==> src/hdl/tlpc_pkg.sv <==
// ----------------------------------------------------------------------------
// tlpc_pkg: shared types and constants of the traffic light controller
// Phase codes, register indexes, reset values, the per-phase lamp table and
// the state, configuration and result records used by the core and its step.
// ----------------------------------------------------------------------------
package tlpc_pkg;

  localparam int unsigned N_LIGHTS = 5;
  localparam int unsigned LAMP_W   = 3 * N_LIGHTS;
  localparam int unsigned TIME_W   = 32;
  localparam int unsigned CFG_W    = 16;
  localparam int unsigned APB_AW   = 4;
  localparam int unsigned APB_DW   = 32;

  // Lamp offsets within one light's three bits.
  localparam int unsigned LAMP_GREEN  = 0;
  localparam int unsigned LAMP_YELLOW = 1;
  localparam int unsigned LAMP_RED    = 2;

  // Reset values.
  localparam logic [CFG_W-1:0]  SWITCH_TIME_RST = 16'd2000;
  localparam logic [CFG_W-1:0]  WALK_DELAY_RST  = 16'd1000;
  localparam logic [CFG_W-1:0]  PHASE_TIME_RST  = 16'd7000;
  localparam logic [LAMP_W-1:0] LAMPS_ALL_RED   = 15'h4924;

  typedef enum logic [2:0] {
    PH_DRIVE0     = 3'd0,
    PH_DRIVE1     = 3'd1,
    PH_DRIVE2     = 3'd2,
    PH_WALK_EAST  = 3'd3,
    PH_WALK_NORTH = 3'd4,
    PH_WALK_BOTH  = 3'd5
  } phase_e;

  typedef enum logic [1:0] {
    REG_SWITCH_TIME = 2'd0,
    REG_WALK_DELAY  = 2'd1,
    REG_PHASE_TIME  = 2'd2
  } cfg_reg_e;

  typedef struct packed {
    logic [CFG_W-1:0] switch_time;
    logic [CFG_W-1:0] walk_delay;
    logic [CFG_W-1:0] phase_time;
  } cfg_t;

  typedef struct packed {
    logic [TIME_W-1:0]                clock_ms;
    logic [TIME_W-1:0]                phase_start_ms;
    phase_e                           current_phase;
    logic [1:0]                       last_drive;
    logic                             east_req;
    logic                             north_req;
    logic                             walk_pending;
    logic [N_LIGHTS-1:0]              goal_off;
    logic [N_LIGHTS-1:0]              in_trans;
    logic [N_LIGHTS-1:0][TIME_W-1:0]  deadline;
    logic [LAMP_W-1:0]                lamps;
    logic [1:0]                       walk;
  } state_t;

  typedef struct packed {
    logic [LAMP_W-1:0] vehicle_lamps;
    logic              east_walk;
    logic              north_walk;
    logic [2:0]        phase;
  } result_t;

  // Lights that are green in each phase (bit i is light i).
  function automatic logic [N_LIGHTS-1:0] phase_on_set(input phase_e ph);
    logic [N_LIGHTS-1:0] set;
    unique case (ph)
      PH_DRIVE0:     set = 5'h03;
      PH_DRIVE1:     set = 5'h0C;
      PH_DRIVE2:     set = 5'h12;
      PH_WALK_EAST:  set = 5'h05;
      PH_WALK_NORTH: set = 5'h02;
      PH_WALK_BOTH:  set = 5'h00;
      default:       set = 5'h00;
    endcase
    return set;
  endfunction

  function automatic logic is_walk_phase(input phase_e ph);
    return (ph == PH_WALK_EAST) || (ph == PH_WALK_NORTH) || (ph == PH_WALK_BOTH);
  endfunction

endpackage

==> src/hdl/tlpc_tick_if.sv <==
// ----------------------------------------------------------------------------
// tlpc_tick_if: millisecond tick channel
// Carries one request per tick with the two pedestrian button levels.
// ----------------------------------------------------------------------------
interface tlpc_tick_if;
  logic valid;
  logic ready;
  logic east_button;
  logic north_button;

  modport source (output valid, output east_button, output north_button, input ready);
  modport sink   (input valid, input east_button, input north_button, output ready);
endinterface

==> src/hdl/tlpc_result_if.sv <==
// ----------------------------------------------------------------------------
// tlpc_result_if: lamp result channel
// Carries one request per tick with the lamp pattern and the current phase.
// ----------------------------------------------------------------------------
interface tlpc_result_if;
  logic                        valid;
  logic                        ready;
  logic [tlpc_pkg::LAMP_W-1:0] vehicle_lamps;
  logic                        east_walk;
  logic                        north_walk;
  logic [2:0]                  phase;

  modport source (output valid, output vehicle_lamps, output east_walk,
                  output north_walk, output phase, input ready);
  modport sink   (input valid, input vehicle_lamps, input east_walk,
                  input north_walk, input phase, output ready);
endinterface

==> src/hdl/tlpc_step.sv <==
// ----------------------------------------------------------------------------
// tlpc_step: next-state logic for one millisecond tick
// Settles due light transitions, latches buttons, updates the walk lamps and
// changes phase when it is due, producing the next state and the result.
// ----------------------------------------------------------------------------
module tlpc_step (
  input  tlpc_pkg::state_t  state_i,
  input  tlpc_pkg::cfg_t    cfg_i,
  input  logic              east_button_i,
  input  logic              north_button_i,
  output tlpc_pkg::state_t  state_o,
  output tlpc_pkg::result_t result_o
);
  import tlpc_pkg::*;

  logic [TIME_W-1:0]   t;
  logic [TIME_W-1:0]   switch_ext;
  logic [TIME_W-1:0]   walk_ext;
  logic [TIME_W-1:0]   phase_ext;
  logic [TIME_W-1:0]   walk_on_at;
  logic [TIME_W-1:0]   walk_off_at;
  logic [TIME_W-1:0]   phase_end_at;
  logic [TIME_W-1:0]   trans_len;
  logic [TIME_W-1:0]   new_deadline;
  logic [1:0]          drive_next;
  logic [N_LIGHTS-1:0] on_set;
  state_t              s;

  assign t            = state_i.clock_ms;
  assign switch_ext   = {{(TIME_W-CFG_W){1'b0}}, cfg_i.switch_time};
  assign walk_ext     = {{(TIME_W-CFG_W){1'b0}}, cfg_i.walk_delay};
  assign phase_ext    = {{(TIME_W-CFG_W){1'b0}}, cfg_i.phase_time};
  assign walk_on_at   = state_i.phase_start_ms + walk_ext + switch_ext;
  assign walk_off_at  = state_i.phase_start_ms + phase_ext - walk_ext;
  assign phase_end_at = state_i.phase_start_ms + phase_ext;
  // Transition takes one and a half switch times.
  assign trans_len    = switch_ext + {{(TIME_W-CFG_W+1){1'b0}}, cfg_i.switch_time[CFG_W-1:1]};
  assign new_deadline = t + trans_len;
  assign drive_next   = (state_i.last_drive >= 2'd2) ? 2'd0 : state_i.last_drive + 2'd1;

  always_comb begin
    s      = state_i;
    on_set = '0;

    // Finish every transition whose deadline has come.
    for (int i = 0; i < N_LIGHTS; i++) begin
      if (s.in_trans[i] && (t >= s.deadline[i])) begin
        if (s.goal_off[i]) begin
          s.lamps[3*i + LAMP_RED] = 1'b1;
        end else begin
          s.lamps[3*i + LAMP_RED]   = 1'b0;
          s.lamps[3*i + LAMP_GREEN] = 1'b1;
        end
        s.lamps[3*i + LAMP_YELLOW] = 1'b0;
        s.in_trans[i]              = 1'b0;
      end
    end

    // Latch pedestrian buttons, except for a walk already being served.
    if (s.current_phase != PH_WALK_BOTH) begin
      if (!s.east_req && (s.current_phase != PH_WALK_EAST)) begin
        s.east_req = east_button_i;
      end
      if (!s.north_req && (s.current_phase != PH_WALK_NORTH)) begin
        s.north_req = north_button_i;
      end
    end

    // Walk lamps come on after the delay and go dark ahead of the phase end.
    if (s.walk_pending && (t >= walk_on_at)) begin
      unique case (s.current_phase)
        PH_WALK_EAST:  s.walk = s.walk | 2'b01;
        PH_WALK_NORTH: s.walk = s.walk | 2'b10;
        PH_WALK_BOTH:  s.walk = 2'b11;
        default:       s.walk = s.walk;
      endcase
      s.walk_pending = 1'b0;
    end else if (!s.walk_pending && (t >= walk_off_at) && is_walk_phase(s.current_phase)) begin
      s.walk = 2'b00;
    end

    // Phase change: pedestrian requests first, otherwise the next driving phase.
    if (t >= phase_end_at) begin
      priority if (s.east_req && s.north_req) begin
        s.current_phase = PH_WALK_BOTH;
      end else if (s.east_req) begin
        s.current_phase = PH_WALK_EAST;
      end else if (s.north_req) begin
        s.current_phase = PH_WALK_NORTH;
      end else begin
        s.current_phase = phase_e'({1'b0, drive_next});
        s.last_drive    = drive_next;
      end

      on_set = phase_on_set(s.current_phase);
      for (int i = 0; i < N_LIGHTS; i++) begin
        if (s.in_trans[i] || (s.goal_off[i] == on_set[i])) begin
          s.goal_off[i]              = !on_set[i];
          s.in_trans[i]              = 1'b1;
          s.lamps[3*i + LAMP_YELLOW] = 1'b1;
          if (!on_set[i]) begin
            s.lamps[3*i + LAMP_GREEN] = 1'b0;
          end
          s.deadline[i] = new_deadline;
        end
      end

      s.phase_start_ms = t;
      if (is_walk_phase(s.current_phase)) begin
        s.walk_pending = 1'b1;
        s.east_req     = 1'b0;
        s.north_req    = 1'b0;
      end
    end

    s.clock_ms = t + 32'd1;
  end

  assign state_o                = s;
  assign result_o.vehicle_lamps = s.lamps;
  assign result_o.east_walk     = s.walk[0];
  assign result_o.north_walk    = s.walk[1];
  assign result_o.phase         = s.current_phase;

endmodule

==> src/hdl/traffic_light_pedestrian_controller_core.sv <==
// ----------------------------------------------------------------------------
// traffic_light_pedestrian_controller_core: pedestrian-aware light controller
// Five vehicle lights and two walk lamps, advanced by one tick per request.
// ----------------------------------------------------------------------------
// Usage:
//   tick_i carries one request per millisecond with the east and north
//   button levels. For each accepted tick, result_o delivers one request
//   with the vehicle lamp pattern, both walk lamps and the phase as they
//   stand after that tick.
//   The whole tick update is one pass of logic from the state register to
//   the state and result registers, so a tick is taken every cycle while
//   tick_i.ready is high, and its result is registered along with the state.
//   The result side has a two-entry buffer (output register plus skid
//   register). While the receiver stalls, the buffer still takes ticks until
//   both entries hold a result; then tick_i.ready drops until the receiver
//   takes a result, and rises again in the cycle after that.
//   The APB port holds switch_time (0x0), walk_delay (0x4) and phase_time
//   (0x8); writes take effect on the next tick and should be done while no
//   tick is in flight. pready is always high.
//   Reset puts all lights at red, walk lamps dark, phase 2, clock at zero,
//   registers at their defaults, and empties the result buffer.
// ----------------------------------------------------------------------------
module traffic_light_pedestrian_controller_core (
  input  logic                         clk_i,
  input  logic                         rst_ni,
  tlpc_tick_if.sink                    tick_i,
  tlpc_result_if.source                result_o,
  input  logic                         psel,
  input  logic                         penable,
  input  logic                         pwrite,
  input  logic [tlpc_pkg::APB_AW-1:0]  paddr,
  input  logic [tlpc_pkg::APB_DW-1:0]  pwdata,
  output logic [tlpc_pkg::APB_DW-1:0]  prdata,
  output logic                         pready
);
  import tlpc_pkg::*;

  cfg_t     cfg_q;
  state_t   state_q;
  state_t   state_d;
  result_t  step_res;
  result_t  out_q;
  result_t  skid_q;
  logic     out_valid_q;
  logic     skid_valid_q;
  logic     tick_acc;
  logic     out_pop;
  cfg_reg_e reg_sel;
  logic [N_LIGHTS-1:0] settled_ok;

  // Configuration registers.
  assign pready  = 1'b1;
  assign reg_sel = cfg_reg_e'(paddr[3:2]);

  always_ff @(posedge clk_i or negedge rst_ni) begin
    if (!rst_ni) begin
      cfg_q.switch_time <= SWITCH_TIME_RST;
      cfg_q.walk_delay  <= WALK_DELAY_RST;
      cfg_q.phase_time  <= PHASE_TIME_RST;
    end else if (psel && penable && pwrite && pready) begin
      unique case (reg_sel)
        REG_SWITCH_TIME: cfg_q.switch_time <= pwdata[CFG_W-1:0];
        REG_WALK_DELAY:  cfg_q.walk_delay  <= pwdata[CFG_W-1:0];
        REG_PHASE_TIME:  cfg_q.phase_time  <= pwdata[CFG_W-1:0];
        default:         cfg_q             <= cfg_q;
      endcase
    end
  end

  // Register readback.
  always_comb begin
    unique case (reg_sel)
      REG_SWITCH_TIME: prdata = {{(APB_DW-CFG_W){1'b0}}, cfg_q.switch_time};
      REG_WALK_DELAY:  prdata = {{(APB_DW-CFG_W){1'b0}}, cfg_q.walk_delay};
      REG_PHASE_TIME:  prdata = {{(APB_DW-CFG_W){1'b0}}, cfg_q.phase_time};
      default:         prdata = '0;
    endcase
  end

  // Tick update.
  tlpc_step u_step (
    .state_i        (state_q),
    .cfg_i          (cfg_q),
    .east_button_i  (tick_i.east_button),
    .north_button_i (tick_i.north_button),
    .state_o        (state_d),
    .result_o       (step_res)
  );

  assign tick_i.ready = !skid_valid_q;
  assign tick_acc     = tick_i.valid && tick_i.ready;
  assign out_pop      = out_valid_q && result_o.ready;

  // Controller state advances once per accepted tick.
  always_ff @(posedge clk_i or negedge rst_ni) begin
    if (!rst_ni) begin
      state_q.clock_ms       <= '0;
      state_q.phase_start_ms <= '0;
      state_q.current_phase  <= PH_DRIVE2;
      state_q.last_drive     <= 2'd2;
      state_q.east_req       <= 1'b0;
      state_q.north_req      <= 1'b0;
      state_q.walk_pending   <= 1'b0;
      state_q.goal_off       <= '1;
      state_q.in_trans       <= '0;
      state_q.deadline       <= '0;
      state_q.lamps          <= LAMPS_ALL_RED;
      state_q.walk           <= 2'b00;
    end else if (tick_acc) begin
      state_q <= state_d;
    end
  end

  // Result buffer: output register with a skid register behind it.
  always_ff @(posedge clk_i or negedge rst_ni) begin
    if (!rst_ni) begin
      out_valid_q  <= 1'b0;
      skid_valid_q <= 1'b0;
    end else if (out_pop) begin
      if (skid_valid_q) begin
        skid_valid_q <= 1'b0;
      end else if (!tick_acc) begin
        out_valid_q <= 1'b0;
      end
    end else if (tick_acc) begin
      if (!out_valid_q) begin
        out_valid_q <= 1'b1;
      end else begin
        skid_valid_q <= 1'b1;
      end
    end
  end

  always_ff @(posedge clk_i) begin
    if (out_pop) begin
      if (skid_valid_q) begin
        out_q <= skid_q;
      end else if (tick_acc) begin
        out_q <= step_res;
      end
    end else if (tick_acc) begin
      if (!out_valid_q) begin
        out_q <= step_res;
      end else begin
        skid_q <= step_res;
      end
    end
  end

  assign result_o.valid         = out_valid_q;
  assign result_o.vehicle_lamps = out_q.vehicle_lamps;
  assign result_o.east_walk     = out_q.east_walk;
  assign result_o.north_walk    = out_q.north_walk;
  assign result_o.phase         = out_q.phase;

  // A settled light shows exactly one of green and red, without yellow.
  always_comb begin
    for (int i = 0; i < N_LIGHTS; i++) begin
      settled_ok[i] = state_q.in_trans[i] ||
                      (!state_q.lamps[3*i + LAMP_YELLOW] &&
                       (state_q.lamps[3*i + LAMP_GREEN] ^ state_q.lamps[3*i + LAMP_RED]));
    end
  end

  // The skid register only holds a result behind a full output register.
  a_skid_behind_out: assert property (@(posedge clk_i) disable iff (!rst_ni)
    skid_valid_q |-> out_valid_q)
    else $error("skid register valid while output register empty");

  // Every accepted tick leaves a result waiting in the buffer.
  a_tick_gives_result: assert property (@(posedge clk_i) disable iff (!rst_ni)
    tick_acc |=> out_valid_q)
    else $error("accepted tick produced no result");

  // The millisecond clock advances by one per accepted tick.
  a_clock_advance: assert property (@(posedge clk_i) disable iff (!rst_ni)
    tick_acc |=> (state_q.clock_ms == $past(state_q.clock_ms) + 32'd1))
    else $error("clock did not advance by one tick");

  // Lights outside a transition show a clean green or red.
  a_settled_lamps: assert property (@(posedge clk_i) disable iff (!rst_ni)
    &settled_ok)
    else $error("settled light shows an invalid lamp pattern");

endmodule

==> src/flat_wrapper.sv <==
// flat-port wrapper written by rule: the top's interface ports become plain ports
module traffic_light_pedestrian_controller_core_flat import tlpc_pkg::*;
  (clk_i, rst_ni, psel, penable, pwrite, paddr, pwdata, prdata, pready, tick_i_valid, tick_i_east_button, tick_i_north_button, tick_i_ready, result_o_valid, result_o_vehicle_lamps, result_o_east_walk, result_o_north_walk, result_o_phase, result_o_ready);
  tlpc_tick_if tick_i_i ();
  tlpc_result_if result_o_i ();
  input  logic clk_i;
  input  logic rst_ni;
  input  logic psel;
  input  logic penable;
  input  logic pwrite;
  input  logic [tlpc_pkg::APB_AW-1:0] paddr;
  input  logic [tlpc_pkg::APB_DW-1:0] pwdata;
  output logic [tlpc_pkg::APB_DW-1:0] prdata;
  output logic pready;
  input wire logic [$bits(tick_i_i.valid)-1:0] tick_i_valid;
  input wire logic [$bits(tick_i_i.east_button)-1:0] tick_i_east_button;
  input wire logic [$bits(tick_i_i.north_button)-1:0] tick_i_north_button;
  output wire logic [$bits(tick_i_i.ready)-1:0] tick_i_ready;
  output wire logic [$bits(result_o_i.valid)-1:0] result_o_valid;
  output wire logic [$bits(result_o_i.vehicle_lamps)-1:0] result_o_vehicle_lamps;
  output wire logic [$bits(result_o_i.east_walk)-1:0] result_o_east_walk;
  output wire logic [$bits(result_o_i.north_walk)-1:0] result_o_north_walk;
  output wire logic [$bits(result_o_i.phase)-1:0] result_o_phase;
  input wire logic [$bits(result_o_i.ready)-1:0] result_o_ready;
  assign tick_i_i.valid = tick_i_valid;
  assign tick_i_i.east_button = tick_i_east_button;
  assign tick_i_i.north_button = tick_i_north_button;
  assign tick_i_ready = tick_i_i.ready;
  assign result_o_valid = result_o_i.valid;
  assign result_o_vehicle_lamps = result_o_i.vehicle_lamps;
  assign result_o_east_walk = result_o_i.east_walk;
  assign result_o_north_walk = result_o_i.north_walk;
  assign result_o_phase = result_o_i.phase;
  assign result_o_i.ready = result_o_ready;
  traffic_light_pedestrian_controller_core u_core (.clk_i(clk_i), .rst_ni(rst_ni), .tick_i(tick_i_i), .result_o(result_o_i), .psel(psel), .penable(penable), .pwrite(pwrite), .paddr(paddr), .pwdata(pwdata), .prdata(prdata), .pready(pready));
endmodule
==> config.mk <==
export PLATFORM = sky130hd
export DESIGN_NAME = traffic_light_pedestrian_controller_core_flat
export DESIGN_NICKNAME = d
export VERILOG_FILES = /design/src/hdl/tlpc_pkg.sv /design/src/hdl/tlpc_tick_if.sv /design/src/hdl/tlpc_result_if.sv /design/src/hdl/tlpc_step.sv /design/src/hdl/traffic_light_pedestrian_controller_core.sv /design/src/flat_wrapper.sv
export SDC_FILE = /design/constraint.sdc
export NUM_CORES = 1
export LEC_CHECK = 0
export CAP_MARGIN = 25
export CORE_AREA = 10 10 248 250
export DETAILED_ROUTE_END_ITERATION = 8
export DIE_AREA = 0 0 258 260
export DONT_BUFFER_PORTS = 1
export GPL_TIMING_DRIVEN = 0
export MAX_ROUTING_LAYER = met4
export PLACE_DENSITY = 0.56
export SLEW_MARGIN = 20
export SYNTH_ARGS = -nofsm -noshare
export SYNTH_HDL_FRONTEND = slang
export SYNTH_SLANG_ARGS = --single-unit
==> constraint.sdc <==
create_clock -name clk_i -period 8.18 [get_ports clk_i]
set_clock_uncertainty 0.05 [all_clocks]
set_input_delay 0.818 -clock clk_i [delete_from_list [all_inputs] [get_ports clk_i]]
set_output_delay 0.818 -clock clk_i [all_outputs]
set_load 0.01 [all_outputs]
==> impl_metrics.ini, run 1 <==
[drt]
routedWlPerCell_um = 20.8
dr.pass1.iters = 7
drt_iter0_markers = 994
vias = 18400
drc = 0
wl_mm = 68.5
routed_via_density = 5.57
ant_nets = 0

[global_routing]
grt_usage_pct = 21.0
antenna_found_initial = 0
grt_overflow = 0
grt_pass1_vias = 19100
grt_max_degree = 279
grt_pass1_wl_mm = 108

[sta]
worst_pin_slew_ps = 1120
period_share_pct = 92.3
hold_viol_final = 0
slew_viol_final = 0
max_freq_ghz = 0.133
min_period_ps = 7550
rsz0062_at_grt = no
finalHoldWorstSlack_ps = 21.6
setup-violations-final = 0
slew_headroom_pct = 25.0

[logic_synthesis]
ys_seq_area_share_pct = 35.8
ys_async_sr_fraction_pct = 88.5
synthDistinctLibCells = 76
yosysMostFrequentCell = ha_1
synth_warnings = 0
ys_seq_elements = 349
synth_edf_count = 40
syn_area_um2 = 25100
syn_inst = 2449
yosysTopAreaCell = dfrtp_1
synth_common_cells = ha_1, dfrtp_1, inv_1, nand2_1, mux2_2
synth_flop_cell = dfrtp_1
netlist.area_leader.share_pct = 27.7
postSynthAreaPerCell_um2 = 10.2
synthTopCellsByArea = dfrtp_1, ha_1, mux2_2

[placed_design]
port-buffer-count = 0
dpl.hpwl_mm = 52.4
post_dp_cell_area_um2 = 26100
numPlacedInstances = 3223
gp_congestion = 0.898

[floorplan]
die_w_um = 258
core_um2 = 56300
die_area_um2 = 67100
rows = 87
start_util_pct = 44.6
die-height_um = 260
ios = 100

[worst_setup_path]
cp-start-kind = flip-flop
reg2reg_depth = 22
crit_path_max_fanout = 10
worstPathRequired_ps = 8600
rrSetupSlack_ps = 630
r2r-end = u_core.state_q[102]$_DFFE_PN0P_
worstSetupPathType = reg -> reg
cp-end-kind = flip-flop
cp.arrival_ps = 7960
reg2reg_from = u_core.state_q[195]$_DFFE_PN0P_

[clock_tree]
cts_buffers = 42
clock_latency_ps = 600
cts_sinks = 349
clockBufferDepth = 3
cts_tree = built
cts_setup_buffers = 0
cts_root_buf = clkbuf_16
path_clk_slew_ps = 60
htree_levels = 2

[power_and_ir_drop]
ir_drop_mv = 0.206
power_density_nw_per_um2 = 221
p_leak_nw = 13.4

[cells_and_area]
layout.cells.non_filler = 3302
area_growth_pct = 10.2
final.fill_count = 5182
antennaDiodeCount = 0
drive_above_1_share_pct = 12.4
nNetsFinal = 2912
final_area_um2 = 27600

[hold_path]
min_path_type = in -> async

[run]
maxCapViolations = 0

[status]
status = finished clean
## worst max path at each step
stage,slack (ps),from,to,depth (start not counted)
4_1_cts,300,u_core.state_q[195]$_DFFE_PN0P_,u_core.state_q[102]$_DFFE_PN0P_,22
3_3_place_gp,-180,u_core.state_q[195]$_DFFE_PN0P_,u_core.state_q[213]$_DFFE_PN0P_,21
6_report,630,u_core.state_q[195]$_DFFE_PN0P_,u_core.state_q[102]$_DFFE_PN0P_,22
5_1_grt,60,u_core.state_q[195]$_DFFE_PN0P_,u_core.state_q[105]$_DFFE_PN0P_,22
3_5_place_dp,-90,u_core.state_q[195]$_DFFE_PN0P_,u_core.state_q[213]$_DFFE_PN0P_,21
2_1_floorplan,2020,u_core.state_q[195]$_DFFE_PN0P_,u_core.result_o.east_walk$_DFFE_PP_,26
## state kept, by name, summed over array words and instances, names as in the netlist
register and count:
u_core.result_o.vehicle_lamps 15, u_core.result_o.valid 1, u_core.result_o.east_walk 1, u_core.result_o.north_walk 1, u_core.result_o.phase 3, u_core.state_q 259, u_core.cfg_q 48, u_core.skid_valid_q 1
u_core.skid_q 20
## cell usage in the layout (no fill, tap or decap), drive strengths merged, types with 86 or more instances in the layout
master | synthesis | routed
nand2 | 148 | 148
dfrtp | 278 | 278
o21ai | 137 | 137
ha | 319 | 319
a21oi | 133 | 133
clkbuf | 36 | 87
a21o | 86 | 86
inv | 233 | 234
nor2 | 98 | 98
mux2 | 241 | 241
## critical path: stages (launching register included)
cell and delay (ps):
dfrtp_1 410, ha_1 240, fa_1 220, a21oi_1 100, o21ai_1 210, nand3_1 270
a2111oi_2 640, o21ai_1 310, nor2_1 250, xnor2_1 140, ha_1 320, nand4_1 130
nor3_1 500, nand2_1 220, a211oi_1 490, or4b_1 470, a21boi_1 450, a21oi_2 290
a21oi_2 570, and2_1 200, buf_2 200, buf_2 350, mux2_1 360
## area by class of cell
| cell class | instances | area [um2] | area share (%) |
|---|---|---|---|
| Buffer | 73 | 409 | 1.48 |
| Clock buffer | 52 | 1110 | 4.01 |
| Clock inverter | 25 | 304 | 1.10 |
| Inverter | 233 | 875 | 3.16 |
| Multi-Input combinational cell | 1808 | 14900 | 54.0 |
| Sequential cell | 349 | 8970 | 32.5 |
| Tap cell | 756 | 946 | 3.42 |
| Timing Repair Buffer | 6 | 106 | 0.385 |
## routing by layer
metal  global-route usage [%]  wire length [um]  share of wire, %  up-vias
met4                     6.68              2000               2.9        0
met3                     3.64              3110               4.5      105
met2                     35.0             33300                49      336
met5                        -                 0                 0        -
met1                     25.5             30100                44     9071
li1                         -                 -                 -     8879
## per-stage QoR
step	setup WS, ps	utilization, %	setup TNS, ps	total power [W]
2_1_floorplan	2020	-	0	0.00355
3_3_place_gp	-176	46.4	-184	0.00412
3_5_place_dp	-90.1	46.4	-90.1	0.00420
4_1_cts	301	49.0	0	0.00618
5_1_grt	62.5	49.1	0	0.00653
6_report	634	49.1	0	0.00612
## power breakdown
group | switching [W] | leakage (nW) | internal (W)
Clock | 0.000824 | 0.686 | 0.00111
Combinational | 0.00124 | 8.31 | 0.000808
Sequential | 0.000216 | 4.37 | 0.00192
## cells by family after synthesis
group	Yosys count	synth area share, %
xor gates and xnor gates	149	5.31
DFF	349	35.8
and+or+nand+nor	506	10.1
muxes	269	12.0
other	2	0.0299
AOI/OAI and AO/OA	512	13.0
buffers and inverters	307	5.13
adders and majority gates	355	18.7
## timing repair
item,CTS,global route
setup endpoints to repair,1,101
hold buffers,1,0
gates cloned,0,0
endpoints found under the hold margin,278,0
pin swaps,0,0
gates resized for setup,0,2
Note: power is estimated with default switching activity, not from simulation.
==> run 2, diff against run 1 <==
RECOVER_POWER = 25   (was not set)
==> impl_metrics.ini, run 2 (synthesized netlist as in run 1, its figures left out) <==
[clock_tree]
cts_setup_buffers = 0
htree_levels = 2
path_clk_slew_ps = 60
cts_sinks = 349
cts_buffers = 42
cts_root_buf = clkbuf_16
clock_latency_ps = 600
cts_tree = built
clockBufferDepth = 3

[floorplan]
start_util_pct = 44.6
ios = 100
die-height_um = 260
die_w_um = 258
core_um2 = 56300
die_area_um2 = 67100
rows = 87

[placed_design]
port-buffer-count = 0
post_dp_cell_area_um2 = 26100
dpl.hpwl_mm = 52.4
numPlacedInstances = 3223
gp_congestion = 0.898

[worst_setup_path]
critPathSlowestCell = a2111oi_2
worstPathRequired_ps = 8600
worstSetupPathType = reg -> reg
path_delay_family = compound AO/OA/AOI/OAI gates
cp-start-kind = flip-flop
cp-end-kind = flip-flop
startpoint = u_core.state_q[195]$_DFFE_PN0P_
crit_path_max_incr_delay_ps = 640
reg2reg_from = u_core.state_q[195]$_DFFE_PN0P_
crit_path_max_fanout = 10
crit_path_cell_trace = ha_1, fa_1, a21oi_1, o21ai_1, nand3_1, a2111oi_2, o21ai_1, nor2_1, xnor2_1, ha_1, nand4_1, nor3_1, nand2_1, a211oi_1, or4b_1, a21boi_1, a21oi_2, a21oi_2, and2_1, buf_2, buf_2, mux2_1
crit_buf_inv = 2
cp.arrival_ps = 7960

[power_and_ir_drop]
p_leak_nw = 13.3
ir_drop_mv = 0.206
fin_total_pwr_w = 0.00611
power_density_nw_per_um2 = 221

[sta]
max_freq_ghz = 0.133
min_period_ps = 7540
setup-violations-final = 0
worst_pin_slew_ps = 3530
slew_viol_final = 167
period_share_pct = 92.2
rsz0062_at_grt = no
hold_viol_final = 0
slew_headroom_pct = -135
finalHoldWorstSlack_ps = 49.0

[global_routing]
antenna_found_initial = 0
grt_pass1_vias = 19100
grt_overflow = 0
grt_pass1_wl_mm = 108
grt_max_degree = 279
grt_usage_pct = 21.0

[cells_and_area]
drive_above_1_share_pct = 12.4
top_register = u_core.state_q
area_growth_pct = 10.0
antennaDiodeCount = 0
layout.cells.non_filler = 3302
reg_top3 = u_core.state_q x259, u_core.cfg_q x48, u_core.skid_q x20
nNetsFinal = 2912
largest_reg_flops = 259
final_area_um2 = 27600
final.fill_count = 5187
final_cell_mix = ha_1, dfrtp_1, inv_1
layout_commonest_cell = ha_1

[drt]
vias = 18400
routed_via_density = 5.57
routedWlPerCell_um = 20.7
ant_nets = 0
drc = 0
dr.pass1.iters = 5
drt_iter0_markers = 1038
wl_mm = 68.5

[status]
violations = capacitance limit, slew limit
status = finished, violations left

[run]
maxCapViolations = 2

[hold_path]
min_path_type = in -> async
-- run 2: changes by cell type in the layout (fill, tap and decap cells not counted), sizes merged --
cell    change
buf         -2
clkbuf      +2
-- run 2: final cells by class --
class	count	area, um2	area share [%]
buffer	73	409	1.48
clock buffer	52	1110	4.02
clock inverter	25	304	1.10
inverter	233	875	3.17
multi-input combinational	1808	14900	54.1
sequential	349	8970	32.5
tap	756	946	3.43
timing repair buffer	6	60.1	0.218
-- run 2: layer usage --
layer	global-route usage [%]	vias to the layer above	part of all wire (%)	routed length, um
met5	-	-	0	0
met4	6.68	0	3.0	2030
met2	35.0	352	49	33300
met3	3.64	107	4.8	3290
met1	25.5	9045	44	29800
li1	-	8874	-	-
-- run 2: path summary, 6_finish.rpt --
kind | endpoint | cells after the start | slack [ps]
max | u_core.state_q[102]$_DFFE_PN0P_ | 22 | 640
max reg2reg | u_core.state_q[102]$_DFFE_PN0P_ | 22 | 640
min in group clk_i | u_core.skid_valid_q$_DFFE_PN0P_ | 1 | 250
min reg2reg | u_core.state_q[9]$_DFFE_PN0P_ | 1 | 430
max in group asynchronous | u_core.state_q[178]$_DFFE_PN0P_ | 2 | 3350
min | u_core.state_q[185]$_DFFE_PN1P_ | 0 | 50
-- run 2: repair_timing --
action,CTS,global route
endpoints found under the setup margin,1,101
endpoints found under the hold margin,278,0
cloned,0,0
gates resized for setup,0,2
hold buffers,1,0
-- run 2: power breakdown --
part           total, W  switching, W  internal, W
Combinational   0.00204       0.00124     0.000806
Sequential      0.00214      0.000216      0.00192
Clock           0.00193      0.000823      0.00111
Total           0.00611       0.00227      0.00384
-- run 2: through the flow --
step,setup TNS [ps],setup slack (ps),util (%)
after global routing,0,62.5,49.0
after floorplan,0,2020,-
final,0,640,49.0
after detailed placement,-90.1,-90.1,46.4
after global placement,-184,-176,46.4
after CTS,0,301,49.0
-- run 2: worst register-to-register path, stage by stage, from the launching register on --
cell and delay [ps]:
dfrtp_1 410, ha_1 240, fa_1 220, a21oi_1 100, o21ai_1 210, nand3_1 270
a2111oi_2 640, o21ai_1 320, nor2_1 250, xnor2_1 140, ha_1 320, nand4_1 130
nor3_1 500, nand2_1 220, a211oi_1 490, or4b_1 480, a21boi_1 460, a21oi_2 290
a21oi_2 560, and2_1 200, buf_2 200, buf_2 350, mux2_1 370
==> run 3, diff against run 2 <==
--- a/config.mk
+++ b/config.mk
@@ -14,3 +14,3 @@
 export MAX_ROUTING_LAYER = met4
-export PLACE_DENSITY = 0.56
+export PLACE_DENSITY = 0.6
 export RECOVER_POWER = 25
--- a/constraint.sdc
+++ b/constraint.sdc
@@ -4,2 +4,2 @@
 set_output_delay 0.818 -clock clk_i [all_outputs]
-set_load 0.01 [all_outputs]
+set_load 0.02 [all_outputs]
==> impl_metrics.ini, run 3 (synthesized netlist as in run 1, its figures left out) <==
[status]
status = finished, violations left
violations = capacitance limit, slew limit

[global_routing]
grt_use_met3_pct = 2.72
grt_overflow = 0
antenna_found_initial = 1
grt_pass1_vias = 19300
grtUsageMet2_pct = 35.1
busiest_layer = met2
grt_max_degree = 279
grt_usage_pct = 20.8
grt_util_met1_pct = 25.8
grt_pass1_wl_mm = 108

[cells_and_area]
final_cell_mix = ha_1, dfrtp_1, inv_1
antennaDiodeCount = 0
reg_top3 = u_core.state_q x259, u_core.cfg_q x48, u_core.skid_q x20
area_growth_pct = 9.95
layout_commonest_cell = ha_1
largest_reg_flops = 259
nNetsFinal = 2914
final_area_um2 = 27600
drive_above_1_share_pct = 12.3
top_register = u_core.state_q
final.fill_count = 5171

[power_and_ir_drop]
ir_drop_mv = 0.218
switchingPower_w = 0.00227
power_density_nw_per_um2 = 220
p_clk_share_pct = 30.4
p_int_w = 0.00381
p_seq_share_pct = 35.8
p_leak_nw = 13.3
swShare_pct = 37.3
combinationalPowerShare_pct = 33.8

[worst_setup_path]
cp-end-kind = flip-flop
startpoint = u_core.state_q[195]$_DFFE_PN0P_
crit_path_max_fanout = 6
rrSetupSlack_ps = 410
r2r-end = u_core.result_o.north_walk$_DFFE_PP_
crit_path_max_incr_delay_ps = 500
worstPathRequired_ps = 8430
reg2reg_depth = 27
critPathSlowestCell = or4_1
worstSetupPathType = reg -> reg
endpoint = u_core.result_o.north_walk$_DFFE_PP_
cpMostUsedCell = a21oi_1
reg2reg_from = u_core.state_q[195]$_DFFE_PN0P_
cp-start-kind = flip-flop
cp.arrival_ps = 8030

[placed_design]
place_ws_ps = 43.7
post_dp_cell_area_um2 = 26100
port-buffer-count = 0
gp_congestion = 0.924
dpl.hpwl_mm = 52.0

[sta]
slew_headroom_pct = -126
slew_viol_final = 171
totalNegativeSetupSlack_ps = 0
period_share_pct = 95.0
max_freq_ghz = 0.129
min_period_ps = 7770
setup_ws_ps = 406
hold_viol_final = 0
rsz0062_at_grt = no
setup-violations-final = 0
worst_pin_slew_ps = 3390

[drt]
ant_nets = 0
drc = 0
vias = 18600
drt_iter0_markers = 968
routedWlPerCell_um = 20.6
routed_via_density = 5.63
dr.pass1.iters = 6
wl_mm = 67.9

[clock_tree]
cts_setup_buffers = 0
cts_sinks = 349
cts_buffers = 42
htree_levels = 2
cts_root_buf = clkbuf_16
cts_tree = built
clockBufferDepth = 3
clock_latency_ps = 570
path_clk_slew_ps = 60

[floorplan]
die_area_um2 = 67100
start_util_pct = 44.6
ios = 100
rows = 87
die-height_um = 260
core_um2 = 56300
die_w_um = 258

[hold_path]
min_path_type = in -> async

[run]
maxCapViolations = 2
-- run 3: changes by cell type in the layout (fill, tap and decap cells not counted), moves of 2 or more --
| cell | delta |
|---|---|
| clkinv_2 | -10 |
| clkbuf_8 | +6 |
| clkinv_1 | +5 |
| inv_6 | +4 |
| bufinv_16 | -3 |
| clkinv_16 | -2 |
-- run 3: per-stage QoR --
stage	power, W	instances	hold WS [ps]	util [%]
2_1_floorplan	0.00360	2464	399	-
3_3_place_gp	0.00415	3220	409	46.4
3_5_place_dp	0.00423	3224	416	46.5
4_1_cts	0.00613	3301	38.7	48.9
5_1_grt	0.00649	3304	48.5	49.0
6_report	0.00607	3304	79.7	49.0
-- run 3: final cells by class --
cell class / count / area, um2 / share of cell area [%]
Clock inverter: 18 / 149 / 0.540
Inverter: 233 / 875 / 3.17
Multi-Input combinational cell: 1808 / 14900 / 54.2
Buffer: 73 / 409 / 1.48
Sequential cell: 349 / 8970 / 32.5
Clock buffer: 59 / 1220 / 4.41
Timing Repair Buffer: 8 / 72.6 / 0.263
Tap cell: 756 / 946 / 3.43
-- run 3: worst min-delay path by stage --
stage	endpoint	slack, ps	cells past startpoint
after floorplan	u_core.state_q[3]$_DFFE_PN0P_	400	1
final	u_core.state_q[13]$_DFFE_PN1P_	80	0
after CTS	u_core.state_q[186]$_DFFE_PN1P_	40	0
after detailed placement	u_core.state_q[3]$_DFFE_PN0P_	420	1
after global routing	u_core.state_q[186]$_DFFE_PN1P_	50	0
after global placement	u_core.state_q[12]$_DFFE_PN0P_	410	1
-- run 3: power groups by stage --
stage          Sequential [W]  Clock (W)  Combinational, W
2_1_floorplan         0.00212          0           0.00148
3_3_place_gp          0.00220          0           0.00195
3_5_place_dp          0.00221          0           0.00202
4_1_cts               0.00218    0.00189           0.00206
5_1_grt               0.00220    0.00196           0.00233
6_report              0.00217    0.00185           0.00205
-- run 3: critical path, delay by kind of cell (launching register included) --
family | cells | cell delay, ps
AO/OA/AOI/OAI | 15 | 3670
XOR/XNOR | 2 | 270
adder cells (fa/ha/maj) | 4 | 1320
buffers and inverters | 2 | 400
flip-flops | 1 | 420
AND/OR/NAND/NOR | 4 | 1360
-- run 3: timing repair --
item / in CTS / in global routing
hold endpoints to repair: 278 / 0
endpoints found under the setup margin: 4 / 78
hold buffers: 1 / 0
gates resized for setup: 0 / 5
-- run 3: routing by layer --
| metal | share of wire [%] | up-vias | wire, um |
|---|---|---|---|
| met4 | 2.7 | 0 | 1800 |
| met3 | 4.2 | 112 | 2840 |
| li1 | - | 8855 | - |
| met1 | 44 | 9242 | 30000 |
| met2 | 49 | 399 | 33300 |
| met5 | 0 | - | 0 |
